[src/hdl/sid_pkg.sv]
package sid_pkg;

    // Coordinate and arithmetic widths.
    localparam int COORD_BITS = 24;
    localparam int FRAC_BITS  = 16;
    localparam int DIFF_W     = COORD_BITS + 1;
    localparam int PROD_W     = 2 * DIFF_W;
    localparam int CROSS_W    = PROD_W + 1;
    localparam int MAG_W      = CROSS_W;
    localparam int Q_W        = 32;
    localparam int SHIFT_W    = Q_W - FRAC_BITS;
    localparam int OV_W       = MAG_W + SHIFT_W;
    localparam int S_DATA_W   = ((8 * COORD_BITS + 7) / 8) * 8;
    localparam int M_DATA_W   = 2 * Q_W;

    // Result status codes.
    typedef enum logic [1:0] {
        ST_HIT      = 2'd0,
        ST_MISS     = 2'd1,
        ST_PARALLEL = 2'd2
    } status_t;

    // One division lane as it moves down the cell row.
    typedef struct packed {
        logic [MAG_W-1:0] un;
        logic [MAG_W-1:0] ud;
        logic [MAG_W-1:0] rem;
        logic [Q_W-1:0]   quo;
    } div_lane_t;

    // Side information that travels with both lanes.
    typedef struct packed {
        logic hit;
        logic par;
        logic neg_a;
        logic neg_b;
        logic ovf_a;
        logic ovf_b;
    } div_meta_t;

endpackage

[src/hdl/sid_cell.sv]
module sid_cell (
    input  logic              aclk,
    input  logic              aresetn,
    input  logic              en,
    input  logic              in_valid,
    input  sid_pkg::div_lane_t in_a,
    input  sid_pkg::div_lane_t in_b,
    input  sid_pkg::div_meta_t in_meta,
    input  logic              nbit_a,
    input  logic              nbit_b,
    output logic              out_valid,
    output sid_pkg::div_lane_t out_a,
    output sid_pkg::div_lane_t out_b,
    output sid_pkg::div_meta_t out_meta
);
    import sid_pkg::*;

    logic      valid_reg;
    div_lane_t a_reg, a_next;
    div_lane_t b_reg, b_next;
    div_meta_t meta_reg;

    // One restoring step: bring down the next dividend bit and subtract if it fits.
    function automatic div_lane_t step(input div_lane_t l, input logic nbit);
        logic [MAG_W:0] t;
        div_lane_t      o;
        t = {l.rem, nbit};
        o = l;
        if (t >= {1'b0, l.ud}) begin
            t = t - {1'b0, l.ud};
            o.quo = {l.quo[Q_W-2:0], 1'b1};
        end else begin
            o.quo = {l.quo[Q_W-2:0], 1'b0};
        end
        o.rem = t[MAG_W-1:0];
        return o;
    endfunction

    always_comb begin
        a_next = step(in_a, nbit_a);
        b_next = step(in_b, nbit_b);
    end

    // Valid bit of this cell.
    always_ff @(posedge aclk) begin
        if (!aresetn) begin
            valid_reg <= 1'b0;
        end else if (en) begin
            valid_reg <= in_valid;
        end
    end

    // Payload of this cell.
    always_ff @(posedge aclk) begin
        if (en) begin
            a_reg    <= a_next;
            b_reg    <= b_next;
            meta_reg <= in_meta;
        end
    end

    assign out_valid = valid_reg;
    assign out_a     = a_reg;
    assign out_b     = b_reg;
    assign out_meta  = meta_reg;

endmodule

[config.mk]
export PLATFORM = sky130hd
export DESIGN_NAME = sid_cell
export DESIGN_NICKNAME = d
export VERILOG_FILES = /design/src/hdl/sid_pkg.sv /design/src/hdl/sid_cell.sv
export SDC_FILE = /design/constraint.sdc
export NUM_CORES = 1
export LEC_CHECK = 0
export ABC_CLOCK_PERIOD_IN_PS = 8750
export BUFFER_PORTS_ARGS = -buffer_cell sky130_fd_sc_hd__clkbuf_2
export CORE_AREA = 8 8 287 289
export CTS_CLUSTER_DIAMETER = 150
export DETAILED_ROUTE_END_ITERATION = 8
export DIE_AREA = 0 0 295 297
export GPL_ROUTABILITY_DRIVEN = 0
export PLACE_DENSITY_LB_ADDON = 0.12
export SLEW_MARGIN = 25
export SYNTH_ARGS = -nofsm -noshare
export SYNTH_HDL_FRONTEND = slang
export SYNTH_SLANG_ARGS = --single-unit
[constraint.sdc]
create_clock -name aclk -period 8.75 [get_ports aclk]
set_clock_uncertainty 0.2 [all_clocks]
set_input_delay 0.4375 -clock aclk [delete_from_list [all_inputs] [get_ports aclk]]
set_output_delay 0.4375 -clock aclk [all_outputs]
set_load 0.02 [all_outputs]
# ---- After elaboration in Yosys (flattened, before gate mapping)
# Index checks and enable logic that the tools add are counted.
dict set report totals {
  regBits 377
  input_bits 382
  elab_cells 23
}
dict set report op_classes {
  n_addsub 2
  n_lt_le_gt_ge 2
  n_mux 4
}
# op n
set op_table {}
lappend op_table {{52-bit by 51-bit greater-or-equal comparator with 1-bit output} 2}
lappend op_table {{51-bit two-way mux} 2}
lappend op_table {{51-bit subtractor} 2}
lappend op_table {{1-bit two-way mux} 2}

# ---- Depth between registers and ports, before layout
# Gate-level depths: netlist of run 1.
dict set report depth {
  word_depth 2
  mapped_depth 16
}

# ---- Worst setup path after synthesis of run 1
# No wires, ideal clock.
dict set report synth_timing {
  kind {input-to-reg}
  from {in nbit_b}
  to {reg b_reg (netlist bit out_b[35]), data pin}
  setup_ps 260
  arrival_time_ps 3375
  required_time_ps 8290
  setup_slack_ps 4915
  stages 15
  path_buffers 1
  path_cell_list {inv_1 > ha_1 > fa_1 > nor2b_1 > o31a_1 > o22ai_1 > o211a_1 > o21a_4 > o21a_4 > o21ai_4 > a211o_4 > nand2_2 > o21ai_4 > buf_12 > mux2_4}
}
# item line_no
set synth_rtl {}
lappend synth_rtl {{from (decl)} sid_cell.sv:10} ;# input logic nbit_b,
lappend synth_rtl {{to (signal assigned)} sid_cell.sv:57} ;# b_reg <= b_next;
lappend synth_rtl {{to (decl)} sid_cell.sv:20} ;# div_lane_t b_reg, b_next;

==> flow_summary.yaml, run 1 <==
synthesis:
  async_reset_ff_frac: 0
  synth_cell_type_count: 73
  ys_ff_latch: 377
  synthCells: 1512
  syn-cell-area_sq_um: 18900
  ys.flop_type: "edfxtp_1"
  synth_area_per_cell_sq_um: 12.5
  syn_nets: 1998
  synth-edff-count: 376
  yosys_warnings: 0
  ys_seq_area_frac: 0.598
timing:
  worst_pin_slew_ps: 896
  hold_viol_final: 0
  clock.fmax_mhz: 199
  finalSetupViolations: 0
  tns_ps: 0
  rsz0062_at_grt: "false"
  min_period_ps: 5020
  worst_slack_ps: 3730
  finalCritPeriodShare: 0.574
  slew_headroom: 0.403
  maxSlewViolCount: 0
cells_and_area:
  layout_commonest_cell: "clkbuf_2"
  layout-drive-gt1-share: 0.335
  final_util: 0.372
  final_cell_mix: "clkbuf_2, edfxtp_1, dlygate4sd3_1"
  area_delta_synth_final_pct: 53.4
  fin_nets: 3134
clocking:
  path_clk_slew_ps: 60
  clk_path_buf_depth: 3
  clockRootBuffer: "clkbuf_16"
  htree_levels: 2
  cts_setup_buffers: 0
  clk-insertion-delay-late_ps: 570
  cts_tree: "done"
  numCtsBuffers: 47
  clock_sinks: 377
global_route:
  grt_max_degree: 134
  antenna_found_initial: 9
  grt_pass1_vias: 17800
  grt.total_usage: 0.159
  grt_pass1_wl_microns: 108000
  overflow: 0
routing:
  via_count: 16200
  routed_via_density: 4.34
  antenna_left: 0
  drc: 0
  drt-total-wl_microns: 73300
  wl_per_cell_microns: 19.6
  drt_pass1_iterations: 5
  first_iter_violations: 670
floorplanning:
  die_w_microns: 295
  io_pins: 759
  die_area_sq_um: 87600
  row_count: 103
  fp.coreArea_sq_um: 78000
  start_util: 0.243
  die_height_microns: 297
worst_setup_path:
  r2r_end: "out_valid"
  cp_max_fo: 55
  crit_path_end_kind: "register"
  r2r_start: "out_valid"
  path_class: "in -> reg"
  arrival_ps: 5120
  crit_required_ps: 8850
  reg2reg_setup_slack_ps: 7410
  r2r_cells: 3
  cp-start-kind: "input pin"
placed_design:
  port_buffers: 756
  hpwl_microns: 58400
  place_ws_ps: 3660
min_path:
  min-delay-start: "in_a[35]"
  hold_depth: 3
  hold_class: "in -> reg"
  min_to: "out_a[36]"
pwr:
  p_per_area_nw_per_um2: 189
  vdd_ir_drop_max_mv: 0.149
  leakage_uw: 0.0128
run:
  max_cap_viol_count: 0
run_status:
  status: "complete, no violations"
## Yosys cell counts (all sizes together), types with 21 or more instances
library cell  count  share of area
ha              102          0.067
a21oi           122          0.032
xnor2            59          0.027
nand2           132          0.026
o21ai           106          0.029
inv             128          0.025
a21o             43          0.017
nor2             73          0.015
xor2             35          0.016
mux2             51          0.040
nand4            28         0.0096
o21bai           21         0.0083
clkbuf           36         0.0073
edfxtp          376           0.60
## where the power goes
group,internal [uW],leakage [uW],total (uW),switching (uW)
Combinational,564,0.00842,1370,808
Sequential,2210,0.00369,2270,53.4
Clock,1050,0.000702,1850,800
## layout make-up
class,instances,area (sq um)
antenna,7,17.5
clock inverter,26,220
sequential,377,11300
clock buffer,59,1220
multi-input combinational,956,6820
tap,1050,1310
inverter,128,480
fill,7821,49000
timing repair buffer,1138,7630
## timing repair
action | 4_1_cts | 5_1_grt
hold buffers | 373 | 0
endpoints found under the hold margin | 372 | 0
endpoints found under the setup margin | 0 | 0
resized for setup | 0 | 0
## state kept, by name, indices dropped and copies added, names as in the netlist
register	cells
out_meta	6
out_a	185
out_valid	1
out_b	185
## logic make-up (layout without fill, tap and decap cells)
group / Yosys count / count (layout) / share of synthesized area
flip-flops: 377 / 377 / 0.598
AND/OR/NAND/NOR: 323 / 323 / 0.0797
AO/OA/AOI/OAI: 381 / 381 / 0.126
buffers and inverters: 179 / 1351 / 0.0413
other: 0 / 7 / 0
adder cells (fa/ha/maj): 104 / 104 / 0.0696
XOR/XNOR: 94 / 94 / 0.0435
multiplexers: 54 / 54 / 0.0413
## metal layers
| layer | track usage | part of all wire | up-vias | routed length (microns) |
|---|---|---|---|---|
| met5 | 0 | 0.00038 | - | 28 |
| met4 | 0.0555 | 0.034 | 4 | 2500 |
| met3 | 0.0483 | 0.080 | 118 | 5870 |
| met2 | 0.291 | 0.51 | 525 | 37300 |
| met1 | 0.171 | 0.38 | 7723 | 27500 |
| li1 | - | - | 7859 | - |
## worst max-delay path: stages
cell and delay (ps):
dlygate4sd3_1 560, clkbuf_2 150, ha_1 360, nor2b_1 170, o31ai_1 420, a21oi_1 230, a21boi_1 350, a2bb2oi_1 380
a2111oi_2 160, o21ai_1 260, a211oi_1 160, nor2_4 690, buf_4 560, o21ai_0 190
## how the worst max path moves through the flow
stage / from / endpoint / slack, ps
floorplan: nbit_b / out_b[35] / 4910
global placement: nbit_a / out_a[52] / 3710
detailed placement: in_a[33] / out_a[44] / 3660
CTS: in_a[33] / out_a[44] / 3730
global route: nbit_a / out_a[59] / 3290
finish: in_a[33] / out_a[44] / 3730
## per-stage QoR
step                      area [sq um]  power [uW]  hold WS, ps  instances
after floorplan                  18900        3050          336       1512
after global placement           23800        3550          302       3275
after detailed placement         23800        3550          311       3275
after CTS                        29000        5600         4.83       3733
after global routing             29000        5760         47.5       3739
final                            29000        5490         59.8       3741
No activity file was read; power rests on OpenSTA's default activity.
==> inputs of run 2 (changes only) <==
--- a/config.mk
+++ b/config.mk
@@ -5,12 +5,12 @@
 export SDC_FILE = /design/constraint.sdc
 export NUM_CORES = 1
 export LEC_CHECK = 0
-export ABC_CLOCK_PERIOD_IN_PS = 8750
+export ABC_CLOCK_PERIOD_IN_PS = 4700
 export BUFFER_PORTS_ARGS = -buffer_cell sky130_fd_sc_hd__clkbuf_2
-export CORE_AREA = 8 8 287 289
+export CORE_AREA = 8 8 290 292
 export CTS_CLUSTER_DIAMETER = 150
 export DETAILED_ROUTE_END_ITERATION = 8
-export DIE_AREA = 0 0 295 297
+export DIE_AREA = 0 0 298 300
 export GPL_ROUTABILITY_DRIVEN = 0
 export PLACE_DENSITY_LB_ADDON = 0.12
 export SLEW_MARGIN = 25
==> constraint.sdc (replaced) <==
create_clock -name aclk -period 4.7 [get_ports aclk]
set_clock_uncertainty 0.2 [all_clocks]
set_input_delay 0.235 -clock aclk [delete_from_list [all_inputs] [get_ports aclk]]
set_output_delay 0.235 -clock aclk [all_outputs]
set_load 0.02 [all_outputs]
==> run 2 against run 1 <==
Wire length shrank 0.15%. Power grew 92%. Via count shrank 1.2%.
==> flow_summary.yaml, run 2 (synthesis gave the netlist of run 1 again) <==
cells_and_area:
  area_delta_synth_final_pct: 54.6
  fin_nets: 3142
  final_util: 0.367
  layout-drive-gt1-share: 0.336
  antenna_cells: 0
  layout_commonest_cell: "clkbuf_2"
  final_cell_mix: "clkbuf_2, dlygate4sd3_1, edfxtp_1"
routing:
  via_count: 16000
  drc: 0
  antenna_left: 0
  wl_per_cell_microns: 19.5
  drt-total-wl_microns: 73200
  routed_via_density: 4.28
  drt_pass1_iterations: 4
  first_iter_violations: 661
global_route:
  grt_max_degree: 111
  grt.total_usage: 0.155
  grt_pass1_vias: 17600
  grt_pass1_wl_microns: 109000
  antenna_found_initial: 2
  overflow: 0
timing:
  worst_pin_slew_ps: 709
  clock.fmax_mhz: 227
  worst_slack_ps: 295
  hold_viol_final: 0
  rsz0062_at_grt: "false"
  slew_headroom: 0.527
  min_period_ps: 4410
  holdWs_ps: 145
  maxSlewViolCount: 0
  tns_ps: 0
  finalCritPeriodShare: 0.937
  finalSetupViolations: 0
floorplanning:
  die_w_microns: 298
  row_count: 104
  io_pins: 759
  die_height_microns: 300
  fp.coreArea_sq_um: 79600
  start_util: 0.237
  die_area_sq_um: 89400
worst_setup_path:
  cp_max_fo: 32
  cp-start-kind: "input pin"
  startpoint: "in_a[33]"
  slowest_stage: "dlygate4sd3_1"
  r2r_end: "out_valid"
  setup.worst_path.end: "out_a[50]"
  path_class: "in -> reg"
  crit_path_max_incr_delay_ps: 550
  crit_path_end_kind: "register"
  crit_path_cell_trace: "dlygate4sd3_1 > clkbuf_2 > ha_1 > nor2b_1 > o31ai_1 > a21oi_1 > a21boi_1 > a2bb2oi_1 > a2111oi_2 > o21ai_1 > a211oi_1 > nor2_4 > buf_4 > o21ai_0"
  arrival_ps: 4510
  r2r_cells: 3
  reg2reg_setup_slack_ps: 3300
  r2r_start: "out_valid"
  crit_required_ps: 4800
clocking:
  cts_setup_buffers: 0
  clockRootBuffer: "clkbuf_16"
  htree_levels: 2
  clock_sinks: 377
  clk_path_buf_depth: 3
  clk-insertion-delay-late_ps: 580
  cts-resized-gates: 0
  numCtsBuffers: 47
  path_clk_slew_ps: 60
  cts_tree: "done"
pwr:
  vdd_ir_drop_max_mv: 0.292
  p_per_area_nw_per_um2: 360
  leakage_uw: 0.0129
  power_uw: 10500
min_path:
  hold_class: "in -> reg"
run_status:
  status: "complete, no violations"
placed_design:
  place_ws_ps: 221
  port_buffers: 756
  hpwl_microns: 59100
run:
  max_cap_viol_count: 0
## run 2: through the flow
stage | instances | cell area, sq um
global route | 3750 | 29200
global placement | 3288 | 23900
floorplan | 1512 | 18900
CTS | 3750 | 29200
finish | 3750 | 29200
detailed placement | 3288 | 23900
## run 2: power by group
part / switching, uW / internal [uW] / leakage [uW]
registers: 97.9 / 4120 / 0.00369
clock network: 1470 / 2270 / 0.000748
logic: 1510 / 1060 / 0.00847
## run 2: area by class of cell
cell class,instances,area [sq um]
Inverter,128,480
Fill cell,8067,50400
Multi-Input combinational cell,956,6820
Sequential cell,377,11300
Clock inverter,26,352
Clock buffer,57,1210
Tap cell,1060,1330
Timing Repair Buffer,1146,7730
## run 2: metal layers
layer | part of all wire | GRT usage | vias to the layer above | wire, microns
met2 | 0.52 | 0.290 | 464 | 38200
met3 | 0.070 | 0.0489 | 73 | 5130
met1 | 0.39 | 0.171 | 7634 | 28500
met5 | 0.00034 | 0 | - | 25
li1 | - | - | 7864 | -
met4 | 0.017 | 0.0321 | 4 | 1280
## run 2: critical path, delay by kind of cell
kind / cells / cell delay (ps)
simple gates: 2 / 630
fa+ha+maj: 1 / 360
buf+inv: 3 / 1080
compound gates: 8 / 2180
## run 2: what timing repair did
action / 4_1_cts / 5_1_grt
hold endpoints to repair: 449 / 0
endpoints found under the setup margin: 0 / 0
hold buffers: 379 / 0
## run 2: worst min-delay path by stage
| stage | depth (start not counted) | from | slack (ps) | to |
|---|---|---|---|---|
| 6_report | 5 | in_a[82] | 140 | out_a[55] |
| 5_1_grt | 2 | in_b[1] | 120 | out_b[2] |
| 4_1_cts | 5 | in_a[82] | 100 | out_a[35] |
| 3_5_place_dp | 1 | in_b[155] | 210 | out_b[155] |
| 3_3_place_gp | 1 | in_a[7] | 210 | out_a[8] |
| 2_1_floorplan | 0 | in_a[100] | 130 | out_a[100] |
